<file path="src/brake_decel_detector_macros.svh">
// Assertion macros used by the brake deceleration detector top level.
`ifndef BRAKE_DECEL_DETECTOR_MACROS_SVH
`define BRAKE_DECEL_DETECTOR_MACROS_SVH

// Combinational check, evaluated at every rising clock edge outside reset.
`define BDD_ASSERT_COMB(label, clk, rst_n, prop) \
  label: assert property (@(posedge clk) disable iff (!(rst_n)) (prop)) \
    else $error("%m: check failed");

// Implication check with same-cycle consequent.
`define BDD_ASSERT_IMPL(label, clk, rst_n, ante, cons) \
  label: assert property (@(posedge clk) disable iff (!(rst_n)) (ante) |-> (cons)) \
    else $error("%m: check failed");

`endif

</file>
<file path="src/bdd_pkg.sv">
// Shared types and constants of the brake deceleration detector.
package bdd_pkg;

  // Samples per detection window.
  localparam int unsigned WINDOW = 10;
  localparam int unsigned POS_W  = $clog2(WINDOW);
  // Window sum and window limit width, with headroom for the sign.
  localparam int unsigned SUM_W  = 17 + $clog2(WINDOW);

  localparam int unsigned SAMPLE_W = 16;
  localparam int unsigned ACC_W    = 24;
  localparam int unsigned ALPHA_W  = 9;
  localparam int unsigned TALLY_W  = 6;
  localparam int unsigned HOLD_W   = 16;
  localparam int unsigned LIMIT_W  = 15;

  localparam logic [ALPHA_W-1:0] ALPHA_ONE = 9'd256;

  typedef enum logic [1:0] {
    LIGHT_OFF    = 2'd0,
    LIGHT_NORMAL = 2'd1,
    LIGHT_BRAKE  = 2'd2
  } light_cmd_e;

  typedef enum logic [2:0] {
    CFG_ALPHA      = 3'd0,
    CFG_THRESHOLD  = 3'd1,
    CFG_MIN_PAIRS  = 3'd2,
    CFG_HOLD       = 3'd3,
    CFG_TAILLIGHT  = 3'd4,
    CFG_VALID_LIM  = 3'd5
  } cfg_reg_e;

  // Settings the window stage needs from the register file.
  typedef struct packed {
    logic signed [SAMPLE_W-1:0] threshold;
    logic [TALLY_W-1:0]         min_pairs;
  } win_cfg_t;

endpackage

</file>
<file path="src/bdd_filter.sv">
// First-order IIR low-pass with a Q.8 state register.
module bdd_filter (
  input  logic                                 clk_i,
  input  logic                                 rst_ni,
  input  logic                                 upd_i,
  input  logic signed [bdd_pkg::SAMPLE_W-1:0]  sample_i,
  input  logic [bdd_pkg::ALPHA_W-1:0]          alpha_i,
  output logic signed [bdd_pkg::SAMPLE_W-1:0]  fv_new_o,
  output logic signed [bdd_pkg::SAMPLE_W-1:0]  fv_cur_o
);

  logic signed [bdd_pkg::ACC_W-1:0] acc_q, acc_d;
  logic [bdd_pkg::ALPHA_W-1:0]      a_sat;
  logic [bdd_pkg::ALPHA_W-1:0]      a_inv;
  logic signed [25:0]               prod_new;
  logic signed [33:0]               prod_old;
  logic signed [34:0]               mix;
  logic signed [24:0]               acc_rnd;
  logic signed [24:0]               cur_rnd;

  assign a_sat = (alpha_i > bdd_pkg::ALPHA_ONE) ? bdd_pkg::ALPHA_ONE : alpha_i;
  assign a_inv = bdd_pkg::ALPHA_ONE - a_sat;

  assign prod_new = sample_i * $signed({1'b0, a_sat});
  assign prod_old = acc_q * $signed({1'b0, a_inv});

  // Weighted sum in Q.16, rounded half up back to Q.8.
  assign mix   = $signed({prod_new[25], prod_new, 8'd0}) + $signed({prod_old[33], prod_old})
               + 35'sd128;
  assign acc_d = mix[31:8];

  assign acc_rnd  = $signed({acc_d[23], acc_d}) + 25'sd128;
  assign cur_rnd  = $signed({acc_q[23], acc_q}) + 25'sd128;
  assign fv_new_o = acc_rnd[23:8];
  assign fv_cur_o = cur_rnd[23:8];

  always_ff @(posedge clk_i or negedge rst_ni) begin
    if (!rst_ni) begin
      acc_q <= '0;
    end else if (upd_i) begin
      acc_q <= acc_d;
    end
  end

endmodule

</file>
<file path="src/bdd_window.sv">
// Window statistics: falling-pair tally, running sum and end-of-window test.
module bdd_window (
  input  logic                                 clk_i,
  input  logic                                 rst_ni,
  input  logic                                 upd_i,
  input  logic signed [bdd_pkg::SAMPLE_W-1:0]  fv_i,
  input  bdd_pkg::win_cfg_t                    cfg_i,
  output logic                                 detected_o
);

  logic signed [bdd_pkg::SAMPLE_W-1:0] prev_q;
  logic signed [bdd_pkg::SUM_W-1:0]    sum_q, sum_d;
  logic [bdd_pkg::TALLY_W-1:0]         tally_q, tally_d;
  logic [bdd_pkg::POS_W-1:0]           pos_q;
  logic                                last;
  logic                                falling;
  logic signed [bdd_pkg::SUM_W-1:0]    limit;

  assign last    = (pos_q == bdd_pkg::POS_W'(bdd_pkg::WINDOW - 1));
  assign falling = (pos_q != '0) && (fv_i < prev_q);
  assign tally_d = tally_q + bdd_pkg::TALLY_W'(falling);
  assign sum_d   = sum_q + bdd_pkg::SUM_W'(fv_i);
  assign limit   = $signed(bdd_pkg::SUM_W'(bdd_pkg::WINDOW))
                 * bdd_pkg::SUM_W'(cfg_i.threshold);

  assign detected_o = last && (tally_d >= cfg_i.min_pairs) && (sum_d <= limit);

  always_ff @(posedge clk_i or negedge rst_ni) begin
    if (!rst_ni) begin
      prev_q  <= '0;
      sum_q   <= '0;
      tally_q <= '0;
      pos_q   <= '0;
    end else if (upd_i) begin
      prev_q <= fv_i;
      if (last) begin
        sum_q   <= '0;
        tally_q <= '0;
        pos_q   <= '0;
      end else begin
        sum_q   <= sum_d;
        tally_q <= tally_d;
        pos_q   <= pos_q + 1'b1;
      end
    end
  end

endmodule

</file>
<file path="src/brake_decel_detector.sv">
// Top level of the brake deceleration detector.
//
// Usage: acceleration samples enter on the sample channel (sample_valid_i,
// sample_ready_o, sample_ax_i). Every sample yields exactly one result word
// on the result channel (result_valid_o, result_ready_i and the four result
// fields). Settings are written through the configuration channel, which is
// always ready; a write should only be issued while the block is idle.
// An accepted sample sits in the input register while the filter and window
// update run in one pass, and the result is captured in the output register
// when the input register advances. Throughput is one sample per cycle while
// the receiver keeps taking results. Reset clears the filter, the window
// counters and the brake hold and loads the default settings. When the
// receiver stalls, the result waits in the output register while one more
// sample can still be taken into the input register; then sample_ready_o
// drops until the result is taken.
module brake_decel_detector (
  input  logic                                 clk_i,
  input  logic                                 rst_ni,
  input  logic                                 sample_valid_i,
  output logic                                 sample_ready_o,
  input  logic signed [bdd_pkg::SAMPLE_W-1:0]  sample_ax_i,
  output logic                                 result_valid_o,
  input  logic                                 result_ready_i,
  output logic [1:0]                           light_cmd_o,
  output logic                                 brake_detected_o,
  output logic                                 sample_rejected_o,
  output logic signed [bdd_pkg::SAMPLE_W-1:0]  filtered_value_o,
  input  logic                                 cfg_valid_i,
  output logic                                 cfg_ready_o,
  input  logic [2:0]                           cfg_index_i,
  input  logic [15:0]                          cfg_data_i
);

  `include "brake_decel_detector_macros.svh"

  // Configuration registers.
  logic [bdd_pkg::ALPHA_W-1:0]         alpha_q;
  logic signed [bdd_pkg::SAMPLE_W-1:0] threshold_q;
  logic [bdd_pkg::TALLY_W-1:0]         min_pairs_q;
  logic [bdd_pkg::HOLD_W-1:0]          hold_samples_q;
  logic                                taillight_q;
  logic [bdd_pkg::LIMIT_W-1:0]         valid_limit_q;

  // Input register and pipeline control.
  logic                                stg_valid_q;
  logic signed [bdd_pkg::SAMPLE_W-1:0] stg_sample_q;
  logic                                advance;
  logic                                rejected;
  logic                                upd;
  logic signed [bdd_pkg::SAMPLE_W:0]   x_ext;
  logic [bdd_pkg::SAMPLE_W:0]          mag;

  // Datapath results.
  logic signed [bdd_pkg::SAMPLE_W-1:0] fv_new;
  logic signed [bdd_pkg::SAMPLE_W-1:0] fv_cur;
  logic                                detected;
  bdd_pkg::win_cfg_t                   win_cfg;
  logic [bdd_pkg::HOLD_W-1:0]          hold_left_q, hold_left_d;
  bdd_pkg::light_cmd_e                 light_d;

  // Output register.
  logic                                res_valid_q;
  bdd_pkg::light_cmd_e                 res_light_q;
  logic                                res_det_q;
  logic                                res_rej_q;
  logic signed [bdd_pkg::SAMPLE_W-1:0] res_fv_q;

  // Configuration writes are always taken.
  assign cfg_ready_o = 1'b1;

  always_ff @(posedge clk_i or negedge rst_ni) begin
    if (!rst_ni) begin
      alpha_q        <= 9'd51;
      threshold_q    <= -16'sd154;
      min_pairs_q    <= 6'd4;
      hold_samples_q <= 16'd400;
      taillight_q    <= 1'b1;
      valid_limit_q  <= 15'd16384;
    end else if (cfg_valid_i) begin
      unique case (bdd_pkg::cfg_reg_e'(cfg_index_i))
        bdd_pkg::CFG_ALPHA:     alpha_q        <= cfg_data_i[bdd_pkg::ALPHA_W-1:0];
        bdd_pkg::CFG_THRESHOLD: threshold_q    <= $signed(cfg_data_i);
        bdd_pkg::CFG_MIN_PAIRS: min_pairs_q    <= cfg_data_i[bdd_pkg::TALLY_W-1:0];
        bdd_pkg::CFG_HOLD:      hold_samples_q <= cfg_data_i;
        bdd_pkg::CFG_TAILLIGHT: taillight_q    <= cfg_data_i[0];
        bdd_pkg::CFG_VALID_LIM: valid_limit_q  <= cfg_data_i[bdd_pkg::LIMIT_W-1:0];
        default: ;
      endcase
    end
  end

  // The input register moves on whenever the output register is free or
  // its word is being taken in this cycle.
  assign advance        = stg_valid_q && (!res_valid_q || result_ready_i);
  assign sample_ready_o = !stg_valid_q || advance;

  always_ff @(posedge clk_i or negedge rst_ni) begin
    if (!rst_ni) begin
      stg_valid_q <= 1'b0;
    end else if (sample_ready_o) begin
      stg_valid_q <= sample_valid_i;
    end
  end

  always_ff @(posedge clk_i) begin
    if (sample_valid_i && sample_ready_o) begin
      stg_sample_q <= sample_ax_i;
    end
  end

  // Magnitude test; the most negative code has magnitude 32768 and is
  // therefore always above any limit.
  assign x_ext    = {stg_sample_q[bdd_pkg::SAMPLE_W-1], stg_sample_q};
  assign mag      = x_ext[bdd_pkg::SAMPLE_W] ? $unsigned(-x_ext) : $unsigned(x_ext);
  assign rejected = mag > {2'b00, valid_limit_q};
  assign upd      = advance && !rejected;

  assign win_cfg.threshold = threshold_q;
  assign win_cfg.min_pairs = min_pairs_q;

  bdd_filter u_filter (
    .clk_i    (clk_i),
    .rst_ni   (rst_ni),
    .upd_i    (upd),
    .sample_i (stg_sample_q),
    .alpha_i  (alpha_q),
    .fv_new_o (fv_new),
    .fv_cur_o (fv_cur)
  );

  bdd_window u_window (
    .clk_i      (clk_i),
    .rst_ni     (rst_ni),
    .upd_i      (upd),
    .fv_i       (fv_new),
    .cfg_i      (win_cfg),
    .detected_o (detected)
  );

  // Brake hold: a detection reloads it, otherwise it counts down to zero.
  // A rejected sample leaves it alone and reports the current command.
  always_comb begin
    hold_left_d = hold_left_q;
    if (upd) begin
      if (detected) begin
        hold_left_d = hold_samples_q;
      end else if (hold_left_q != '0) begin
        hold_left_d = hold_left_q - 1'b1;
      end
    end
  end

  always_comb begin
    if (hold_left_d != '0) begin
      light_d = bdd_pkg::LIGHT_BRAKE;
    end else if (taillight_q) begin
      light_d = bdd_pkg::LIGHT_NORMAL;
    end else begin
      light_d = bdd_pkg::LIGHT_OFF;
    end
  end

  always_ff @(posedge clk_i or negedge rst_ni) begin
    if (!rst_ni) begin
      hold_left_q <= '0;
      res_valid_q <= 1'b0;
    end else begin
      hold_left_q <= hold_left_d;
      if (advance) begin
        res_valid_q <= 1'b1;
      end else if (result_ready_i) begin
        res_valid_q <= 1'b0;
      end
    end
  end

  always_ff @(posedge clk_i) begin
    if (advance) begin
      res_light_q <= light_d;
      res_det_q   <= upd && detected;
      res_rej_q   <= rejected;
      res_fv_q    <= upd ? fv_new : fv_cur;
    end
  end

  assign result_valid_o    = res_valid_q;
  assign light_cmd_o       = res_light_q;
  assign brake_detected_o  = res_det_q;
  assign sample_rejected_o = res_rej_q;
  assign filtered_value_o  = res_fv_q;

  // The hold counter always belongs to the word in the output register.
  `BDD_ASSERT_IMPL(a_light_tracks_hold, clk_i, rst_ni, res_valid_q,
                   (res_light_q == bdd_pkg::LIGHT_BRAKE) == (hold_left_q != '0))
  // A rejected sample can never close a window.
  `BDD_ASSERT_IMPL(a_reject_no_detect, clk_i, rst_ni, res_valid_q,
                   !(res_rej_q && res_det_q))
  // Back-pressure only appears with a word waiting in the input register.
  `BDD_ASSERT_IMPL(a_stall_needs_item, clk_i, rst_ni, !sample_ready_o,
                   stg_valid_q && res_valid_q && !result_ready_i)

endmodule
</file>
<file path="config.mk">
export PLATFORM = sky130hd
export DESIGN_NAME = brake_decel_detector
export DESIGN_NICKNAME = d
export VERILOG_FILES = /design/src/bdd_pkg.sv /design/src/bdd_filter.sv /design/src/bdd_window.sv /design/src/brake_decel_detector.sv
export VERILOG_INCLUDE_DIRS = /design/src /design/src/src
export SDC_FILE = /design/constraint.sdc
export NUM_CORES = 1
export LEC_CHECK = 0
export ABC_AREA = 1
export BUFFER_PORTS_ARGS = -buffer_cell sky130_fd_sc_hd__buf_2
export CORE_AREA = 2 2 213 215
export DETAILED_ROUTE_END_ITERATION = 6
export DIE_AREA = 0 0 215 217
export GPL_TIMING_DRIVEN = 0
export PLACE_DENSITY = 0.78
export SLEW_MARGIN = 20
export SYNTH_ARGS = -nofsm -noshare
export SYNTH_HDL_FRONTEND = slang
export SYNTH_SLANG_ARGS = --single-unit
</file>
<file path="constraint.sdc">
create_clock -name clk_i -period 11.29 [get_ports clk_i]
set_input_delay 0.5645 -clock clk_i [delete_from_list [all_inputs] [get_ports clk_i]]
set_output_delay 0.5645 -clock clk_i [all_outputs]
set_load 0.1 [all_outputs]
</file>
==> impl_metrics.prom, run 1 <==
# TYPE chip_impl_metric gauge
chip_impl_metric{name="ant_nets",unit=""} 0
chip_impl_metric{name="slew_viol_final",unit=""} 0
chip_impl_metric{name="htree_num_levels",unit=""} 4
chip_impl_metric{name="placement.io_buffers",unit=""} 61
chip_impl_metric{name="layout-drive-gt1-share",unit=""} 0.1833
chip_impl_metric{name="slew-limit-headroom",unit=""} 0.3912
chip_impl_metric{name="initial_antenna_violation_count",unit=""} 0
chip_impl_metric{name="coreArea",unit="sq um"} 44700
chip_impl_info{name="setup.worst_path.end_class",value="register"} 1
chip_impl_metric{name="floorplan.rows",unit=""} 78
chip_impl_metric{name="syn_to_final_growth",unit="%"} 18.00
chip_impl_metric{name="worst_setup_hold_path_clk_slew",unit="ns"} 0.08
chip_impl_metric{name="vias",unit=""} 23127
chip_impl_metric{name="worst_slack_on_hold_paths",unit="ns"} 0.2503
chip_impl_metric{name="placed_area",unit="sq um"} 27400
chip_impl_info{name="worst_path_most_repeated_cell",value="sky130_fd_sc_hd__nand2_1"} 1
chip_impl_metric{name="hold_path_depth",unit=""} 1
chip_impl_info{name="crit-reg2reg-capture",value="light_cmd_o[1]"} 1
chip_impl_metric{name="ys_ff_latch",unit=""} 188
chip_impl_metric{name="drt-wirelength-per-cell",unit="um"} 17.80
chip_impl_info{name="outcome",value="complete, but fails checks"} 1
chip_impl_metric{name="timing_hold_violations_final",unit=""} 0
chip_impl_info{name="cts_root_buffer",value="sky130_fd_sc_hd__clkbuf_16"} 1
chip_impl_metric{name="period_needed",unit="ns"} 12.48
chip_impl_metric{name="route.detailed.drc",unit=""} 1
chip_impl_metric{name="asyncSetResetFlopFracSynth",unit=""} 0.8085
chip_impl_metric{name="cts_max_path_buffers",unit=""} 2
chip_impl_metric{name="fp.dieH",unit="um"} 217
chip_impl_info{name="timing.critical_path.slowest_stage_cell",value="sky130_fd_sc_hd__fa_1"} 1
chip_impl_info{name="path_class",value="register to register"} 1
chip_impl_info{name="worstSetupStartpointType",value="register"} 1
chip_impl_metric{name="design_area",unit="sq um"} 30560
chip_impl_info{name="critical_path.reg2reg.startpoint",value="alpha_q[8]"} 1
chip_impl_info{name="grt_setup_unrepaired",value="true"} 1
chip_impl_metric{name="initial_core_util",unit=""} 0.5794
chip_impl_metric{name="synth_enable_flop_cells",unit=""} 36
chip_impl_metric{name="place_ws",unit="ns"} -1.915
chip_impl_metric{name="slowest_delay",unit="ns"} 0.55
chip_impl_info{name="yosys_most_used_dff",value="sky130_fd_sc_hd__dfrtp_1"} 1
chip_impl_metric{name="synth_cells",unit=""} 3382
chip_impl_metric{name="largest_net_degree_at_the_start_of_global_routing",unit=""} 61
chip_impl_metric{name="syn-cell-area",unit="sq um"} 25900
chip_impl_info{name="failing_checks",value="DRC, setup timing"} 1
chip_impl_metric{name="cts.sink_count",unit=""} 188
chip_impl_metric{name="timing.final.setup_violations",unit=""} 19
chip_impl_metric{name="synth_sequential_area_ratio",unit=""} 0.1897
chip_impl_metric{name="achievable-frequency",unit="GHz"} 0.08011
chip_impl_metric{name="wl",unit="um"} 74370
chip_impl_metric{name="detailedRoute.firstIterationViolations",unit=""} 2204
chip_impl_metric{name="total_negative_slack_for_setup_checks",unit="ns"} -14.49
chip_impl_info{name="worstHoldPathType",value="primary input to register"} 1
chip_impl_metric{name="via_per_inst",unit=""} 5.535
chip_impl_info{name="holdPathEnd",value="stg_sample_q[15]"} 1
chip_impl_metric{name="worst-slew-pin-transition",unit="ns"} 0.9099
chip_impl_metric{name="yosys.cell_types.count",unit=""} 56
chip_impl_metric{name="syn_area_per_cell",unit="sq um"} 7.657
chip_impl_metric{name="grt_use_total",unit=""} 0.3185
chip_impl_metric{name="grt_pass1_wl",unit="um"} 117500
chip_impl_metric{name="die-width",unit="um"} 215
chip_impl_metric{name="worst-path-max-fanout",unit=""} 6
chip_impl_metric{name="grt-ovfl-total",unit=""} 0
chip_impl_metric{name="yosysWarningCount",unit=""} 0
chip_impl_metric{name="layout_worst_path_cycle_share",unit=""} 1.106
chip_impl_info{name="hold_path_startpoint",value="sample_ax_i[15]"} 1
chip_impl_metric{name="antenna_cells",unit=""} 0
chip_impl_metric{name="critPathRequiredTime",unit="ns"} 11.53
chip_impl_metric{name="dieArea",unit="sq um"} 46660
chip_impl_metric{name="clkLatencyLatePin",unit="ns"} 0.49
chip_impl_info{name="tritoncts_clock_tree",value="done"} 1
chip_impl_metric{name="ff2ff_path_depth",unit=""} 67
chip_impl_metric{name="firstDrtPassIters",unit=""} 7
chip_impl_metric{name="timing.clock.skew",unit="ns"} 0.02087
chip_impl_metric{name="grt_pass1_vias",unit=""} 22916
chip_impl_metric{name="reg2reg_setup_slack",unit="ns"} -1.19
chip_impl_metric{name="fin_nets",unit=""} 4152
chip_impl_metric{name="maxCapViolations",unit=""} 0
chip_impl_metric{name="numCtsBuffers",unit=""} 17
chip_impl_metric{name="cp_data_arrival_time",unit="ns"} 12.72
chip_impl_metric{name="seq_area",unit="sq um"} 4913
chip_impl_metric{name="final.fill_count",unit=""} 3533
chip_impl_metric{name="final_critical_path_setup_slack",unit="ns"} -1.193
chip_impl_metric{name="finalWeightedCongestion",unit=""} 0.9767
chip_impl_metric{name="synth_nets",unit=""} 3969
chip_impl_metric{name="dp_hpwl",unit="um"} 56920
chip_impl_metric{name="area_of_the_multi_input_gates",unit="sq um"} 19720
chip_impl_metric{name="pin_count",unit=""} 63
==> cell usage after synthesis (4+ instances only) <==
cell | number | area, sq um
sky130_fd_sc_hd__buf_1 | 4 | 15.01
sky130_fd_sc_hd__a22o_1 | 16 | 140.1
sky130_fd_sc_hd__o21bai_1 | 5 | 37.54
sky130_fd_sc_hd__nand3_2 | 6 | 60.06
sky130_fd_sc_hd__nor2_4 | 4 | 45.04
sky130_fd_sc_hd__and2_1 | 7 | 43.79
sky130_fd_sc_hd__dfrtp_1 | 130 | 3253
sky130_fd_sc_hd__dfstp_2 | 22 | 578.1
sky130_fd_sc_hd__xor2_2 | 5 | 81.33
sky130_fd_sc_hd__or2_2 | 7 | 43.79
sky130_fd_sc_hd__a21o_1 | 8 | 60.06
sky130_fd_sc_hd__o31ai_1 | 9 | 67.56
sky130_fd_sc_hd__buf_4 | 7 | 52.55
sky130_fd_sc_hd__nand2_2 | 15 | 93.84
sky130_fd_sc_hd__o21a_1 | 6 | 45.04
sky130_fd_sc_hd__nand2_1 | 815 | 3059
sky130_fd_sc_hd__nor2_2 | 10 | 62.56
sky130_fd_sc_hd__xor2_1 | 75 | 656.9
sky130_fd_sc_hd__clkinv_1 | 7 | 26.28
sky130_fd_sc_hd__o21ai_1 | 7 | 35.03
sky130_fd_sc_hd__nand3b_1 | 15 | 112.6
sky130_fd_sc_hd__buf_2 | 14 | 70.07
sky130_fd_sc_hd__o21ai_0 | 161 | 805.8
sky130_fd_sc_hd__nor4_1 | 14 | 87.58
sky130_fd_sc_hd__clkbuf_1 | 53 | 198.9
sky130_fd_sc_hd__nor2_1 | 313 | 1175
sky130_fd_sc_hd__inv_1 | 710 | 2665
sky130_fd_sc_hd__nand3_1 | 112 | 560.5
sky130_fd_sc_hd__a21oi_1 | 109 | 545.5
sky130_fd_sc_hd__o211ai_1 | 7 | 52.55
sky130_fd_sc_hd__ha_1 | 236 | 2953
sky130_fd_sc_hd__nand4_1 | 26 | 162.7
sky130_fd_sc_hd__xnor2_1 | 35 | 306.5
sky130_fd_sc_hd__nor3_1 | 20 | 100.1
sky130_fd_sc_hd__edfxtp_1 | 36 | 1081
sky130_fd_sc_hd__fa_1 | 311 | 6226
sky130_fd_sc_hd__inv_2 | 10 | 37.54
sky130_fd_sc_hd__a31oi_1 | 6 | 37.54
==> sequential cells by signal, summed over array words and instances (netlist names), 16 cells and up <==
register and cells:
threshold_q 16, hold_left_q 16, hold_samples_q 16, u_window.prev_q 16, filtered_value_o 16, u_filter.acc_q 24
u_window.sum_q 21, stg_sample_q 16
==> per-layer routing <==
| metal | global-route usage | routed length [um] | vias up |
|---|---|---|---|
| met3 | 0.04850 | 5593 | 236 |
| met4 | 0.1439 | 3553 | 0 |
| met1 | 0.4214 | 30430 | 11127 |
| met5 | 0 | 0 | - |
| met2 | 0.5216 | 34800 | 1040 |
| li1 | - | - | 10724 |
==> per-stage QoR <==
stage | cells | utilization
after global routing | 4178 | 0.6837
after CTS | 4155 | 0.6616
after detailed placement | 4045 | 0.6130
after global placement | 4043 | 0.6116
final | 4178 | 0.6837
after floorplan | 3382 | -
==> final cells by class <==
type                            count  area share
Buffer                             80     0.01658
Clock buffer                       17     0.01392
Clock inverter                     15    0.006265
Inverter                          728     0.09114
Multi-Input combinational cell   2386      0.6455
Sequential cell                   188      0.1608
Tap cell                          600     0.02457
Timing Repair Buffer              164     0.04127
==> worst max-delay path: cells and delay by family (launching register included) <==
kind / cells / cell delay, ns
adder cells (fa/ha/maj): 12 / 5.34
AND/OR/NAND/NOR: 27 / 3.17
buffers and inverters: 17 / 1.57
AO/OA/AOI/OAI: 9 / 1.39
flip-flops: 1 / 0.43
XOR/XNOR: 2 / 0.29
==> cells in the final DEF (no fill, tap or decap), drive strengths merged, types with 7 or more instances in the layout <==
cell,n
a21o,8
a21oi,110
a22o,16
and2,7
buf,191
clkbuf,69
clkinv,16
dfrtp,130
dfstp,22
edfxtp,36
fa,311
ha,236
inv,726
nand2,832
nand3,118
nand3b,15
nand4,26
nor2,327
nor3,23
nor4,16
o211ai,7
o21ai,169
o31ai,9
or2,7
xnor2,35
xor2,80
==> cell families after synthesis <==
kind of cell	share of synthesized area
buffers and inverters	0.1195
xor gates and xnor gates	0.04034
and+or+nand+nor	0.2197
adders and majority gates	0.3544
DFF	0.1897
AOI/OAI and AO/OA	0.07619
other	0.0001448
==> worst max-delay path by stage <==
stage	to	start	depth (start not counted)	slack, ns
2_1_floorplan	light_cmd_o[1]	alpha_q[8]	73	-0.05
3_3_place_gp	light_cmd_o[1]	alpha_q[8]	64	-1.79
3_5_place_dp	light_cmd_o[1]	alpha_q[8]	64	-1.92
4_1_cts	light_cmd_o[1]	alpha_q[8]	72	-1.00
5_1_grt	light_cmd_o[1]	alpha_q[8]	74	-1.80
6_report	light_cmd_o[1]	alpha_q[8]	67	-1.19
==> what timing repair did <==
item / 4_1_cts / 5_1_grt
setup buffers: 74 / 24
setup endpoints to repair: 19 / 23
hold buffers: 1 / 0
endpoints found under the hold margin: 44 / 0
cloned: 3 / 0
gates resized for setup: 212 / 204
pin swaps: 125 / 149
Power of run 1 is not shown: default switching activity piles up to over one toggle a cycle in this logic, so the estimate is an artifact.
==> run 2, diff against run 1 <==
CORE_AREA = 2 2 258 260   (was 2 2 213 215)
DIE_AREA = 0 0 260 262   (was 0 0 215 217)
PLACE_DENSITY = unset   (was 0.78)
==> impl_metrics.prom, run 2 (same netlist as run 1, synthesis figures left out) <==
# TYPE chip_impl_metric gauge
chip_impl_info{name="outcome",value="complete, but fails checks"} 1
chip_impl_info{name="failing_checks",value="setup timing"} 1
chip_impl_metric{name="dieArea",unit="sq um"} 68120
chip_impl_metric{name="vias",unit=""} 21959
chip_impl_metric{name="detailedRoute.firstIterationViolations",unit=""} 1276
chip_impl_metric{name="htree_num_levels",unit=""} 4
chip_impl_metric{name="ant_nets",unit=""} 0
chip_impl_metric{name="grt-ovfl-total",unit=""} 0
chip_impl_metric{name="worst-path-max-fanout",unit=""} 8
chip_impl_info{name="largest_registers",value="u_filter.acc_q x24, u_window.sum_q x21"} 1
chip_impl_metric{name="coreArea",unit="sq um"} 65280
chip_impl_metric{name="period_needed",unit="ns"} 12.26
chip_impl_metric{name="numCtsBuffers",unit=""} 17
chip_impl_metric{name="final.fill_count",unit=""} 6390
chip_impl_metric{name="worst-slew-pin-transition",unit="ns"} 1.022
chip_impl_metric{name="placement.io_buffers",unit=""} 61
chip_impl_metric{name="initial_antenna_violation_count",unit=""} 1
chip_impl_metric{name="initial_core_util",unit=""} 0.3967
chip_impl_info{name="worstSetupStartpointType",value="register"} 1
chip_impl_metric{name="worst_slack_on_hold_paths",unit="ns"} 0.09265
chip_impl_metric{name="timing.clock.skew",unit="ns"} 0.01400
chip_impl_metric{name="pin_count",unit=""} 63
chip_impl_metric{name="cts_max_path_buffers",unit=""} 2
chip_impl_info{name="largest-register",value="u_filter.acc_q"} 1
chip_impl_metric{name="timing_hold_violations_final",unit=""} 0
chip_impl_info{name="worst_path_most_repeated_cell",value="sky130_fd_sc_hd__fa_1"} 1
chip_impl_metric{name="holdBufCountCts",unit=""} 0
chip_impl_metric{name="total_negative_slack_for_setup_checks",unit="ns"} -9.309
chip_impl_metric{name="finalWeightedCongestion",unit=""} 0.9311
chip_impl_metric{name="syn_to_final_growth",unit="%"} 19.50
chip_impl_metric{name="grt_pass1_wl",unit="um"} 119800
chip_impl_metric{name="cts.sink_count",unit=""} 188
chip_impl_metric{name="dp_hpwl",unit="um"} 59840
chip_impl_info{name="most-common-layout-cells",value="sky130_fd_sc_hd__nand2_1 (707), sky130_fd_sc_hd__inv_1 (671), sky130_fd_sc_hd__fa_1 (309)"} 1
chip_impl_metric{name="cp_data_arrival_time",unit="ns"} 12.48
chip_impl_metric{name="antenna_cells",unit=""} 0
chip_impl_metric{name="slew_viol_final",unit=""} 0
chip_impl_info{name="path_class",value="register to register"} 1
chip_impl_info{name="critical_path.reg2reg.startpoint",value="alpha_q[8]"} 1
chip_impl_metric{name="grt_pass1_vias",unit=""} 22181
chip_impl_metric{name="fp.dieH",unit="um"} 262
chip_impl_metric{name="place_ws",unit="ns"} -1.967
chip_impl_info{name="worstHoldPathType",value="primary input to asynchronous set/reset pin"} 1
chip_impl_metric{name="layout_worst_path_cycle_share",unit=""} 1.086
chip_impl_info{name="cts_root_buffer",value="sky130_fd_sc_hd__clkbuf_16"} 1
chip_impl_info{name="timing.critical_path.slowest_stage_cell",value="sky130_fd_sc_hd__fa_1"} 1
chip_impl_metric{name="slowest_delay",unit="ns"} 0.55
chip_impl_metric{name="timing.final.setup_violations",unit=""} 19
chip_impl_metric{name="achievable-frequency",unit="GHz"} 0.08156
chip_impl_metric{name="die-width",unit="um"} 260
chip_impl_info{name="tritoncts_clock_tree",value="done"} 1
chip_impl_metric{name="grt_use_total",unit=""} 0.2242
chip_impl_metric{name="wl",unit="um"} 74720
chip_impl_metric{name="route.detailed.drc",unit=""} 0
chip_impl_metric{name="floorplan.rows",unit=""} 94
chip_impl_metric{name="worst_setup_hold_path_clk_slew",unit="ns"} 0.08
chip_impl_metric{name="largest_net_degree_at_the_start_of_global_routing",unit=""} 85
chip_impl_metric{name="layout-drive-gt1-share",unit=""} 0.1909
chip_impl_metric{name="critPathRequiredTime",unit="ns"} 11.51
chip_impl_info{name="grt_setup_unrepaired",value="true"} 1
chip_impl_metric{name="number_of_flip_flops_in_the_largest_register",unit=""} 24
chip_impl_info{name="setup.worst_path.end_class",value="register"} 1
chip_impl_metric{name="final_critical_path_setup_slack",unit="ns"} -0.9702
chip_impl_metric{name="drt-wirelength-per-cell",unit="um"} 16.80
chip_impl_info{name="crit_start",value="alpha_q[8]"} 1
chip_impl_metric{name="slew-limit-headroom",unit=""} 0.3146
chip_impl_metric{name="via_per_inst",unit=""} 4.938
chip_impl_metric{name="maxCapViolations",unit=""} 0
chip_impl_metric{name="fin_nets",unit=""} 4157
chip_impl_metric{name="finish.utilization",unit=""} 0.4741
chip_impl_metric{name="clkLatencyLatePin",unit="ns"} 0.47
chip_impl_info{name="most_common_cell_after_layout_fill_and_taps_aside",value="sky130_fd_sc_hd__nand2_1"} 1
chip_impl_metric{name="firstDrtPassIters",unit=""} 7
run 2: cell type report:
cell class                 instances  area (sq um)  share of cell area
inverter                         728          2795             0.09032
clock inverter                    12         137.6            0.004447
multi-input combinational       2386         19750              0.6381
tap                              864          1081             0.03493
clock buffer                      20         478.0             0.01544
buffer                            77         509.2             0.01646
timing repair buffer             172          1286             0.04156
sequential                       188          4913              0.1588
run 2: repair_timing:
action,in CTS,in global routing
resized for setup,225,210
endpoints found under the setup margin,19,22
buffers inserted,70,37
gates cloned,5,0
pin swaps,111,159
run 2: worst paths after layout:
kind	to	slack, ns	cells after the start
setup / recovery	light_cmd_o[1]	-0.97	71
hold / removal	u_window.sum_q[5]	0.09	1
setup reg to reg	light_cmd_o[1]	-0.97	71
hold reg to reg	hold_samples_q[3]	0.49	2
max in group asynchronous	alpha_q[1]	10.30	2
min in group clk_i	stg_sample_q[8]	0.27	1
run 2: per-layer routing:
metal  vias to the layer above  track usage  wire (um)
li1                      10727            -          -
met1                     10654       0.3114      34440
met2                       494       0.3749      35230
met3                        84      0.02604       3396
met4                         0      0.05252       1651
met5                         -            0          0
run 2: through the flow:
stage          instance area, sq um  cells
2_1_floorplan                 26280   3382
3_3_place_gp                  27670   4307
3_5_place_dp                  27700   4308
4_1_cts                       29900   4413
5_1_grt                       30950   4447
6_report                      30950   4447
run 2: critical path: cells and delay by family, from the launching register on:
kind / cells / cell delay (ns)
buf+inv: 17 / 1.74
xor+xnor: 3 / 0.49
flops: 1 / 0.45
fa+ha+maj: 12 / 5.06
simple gates: 32 / 2.92
compound gates: 7 / 1.26
Power of run 2 is left out for the same reason.
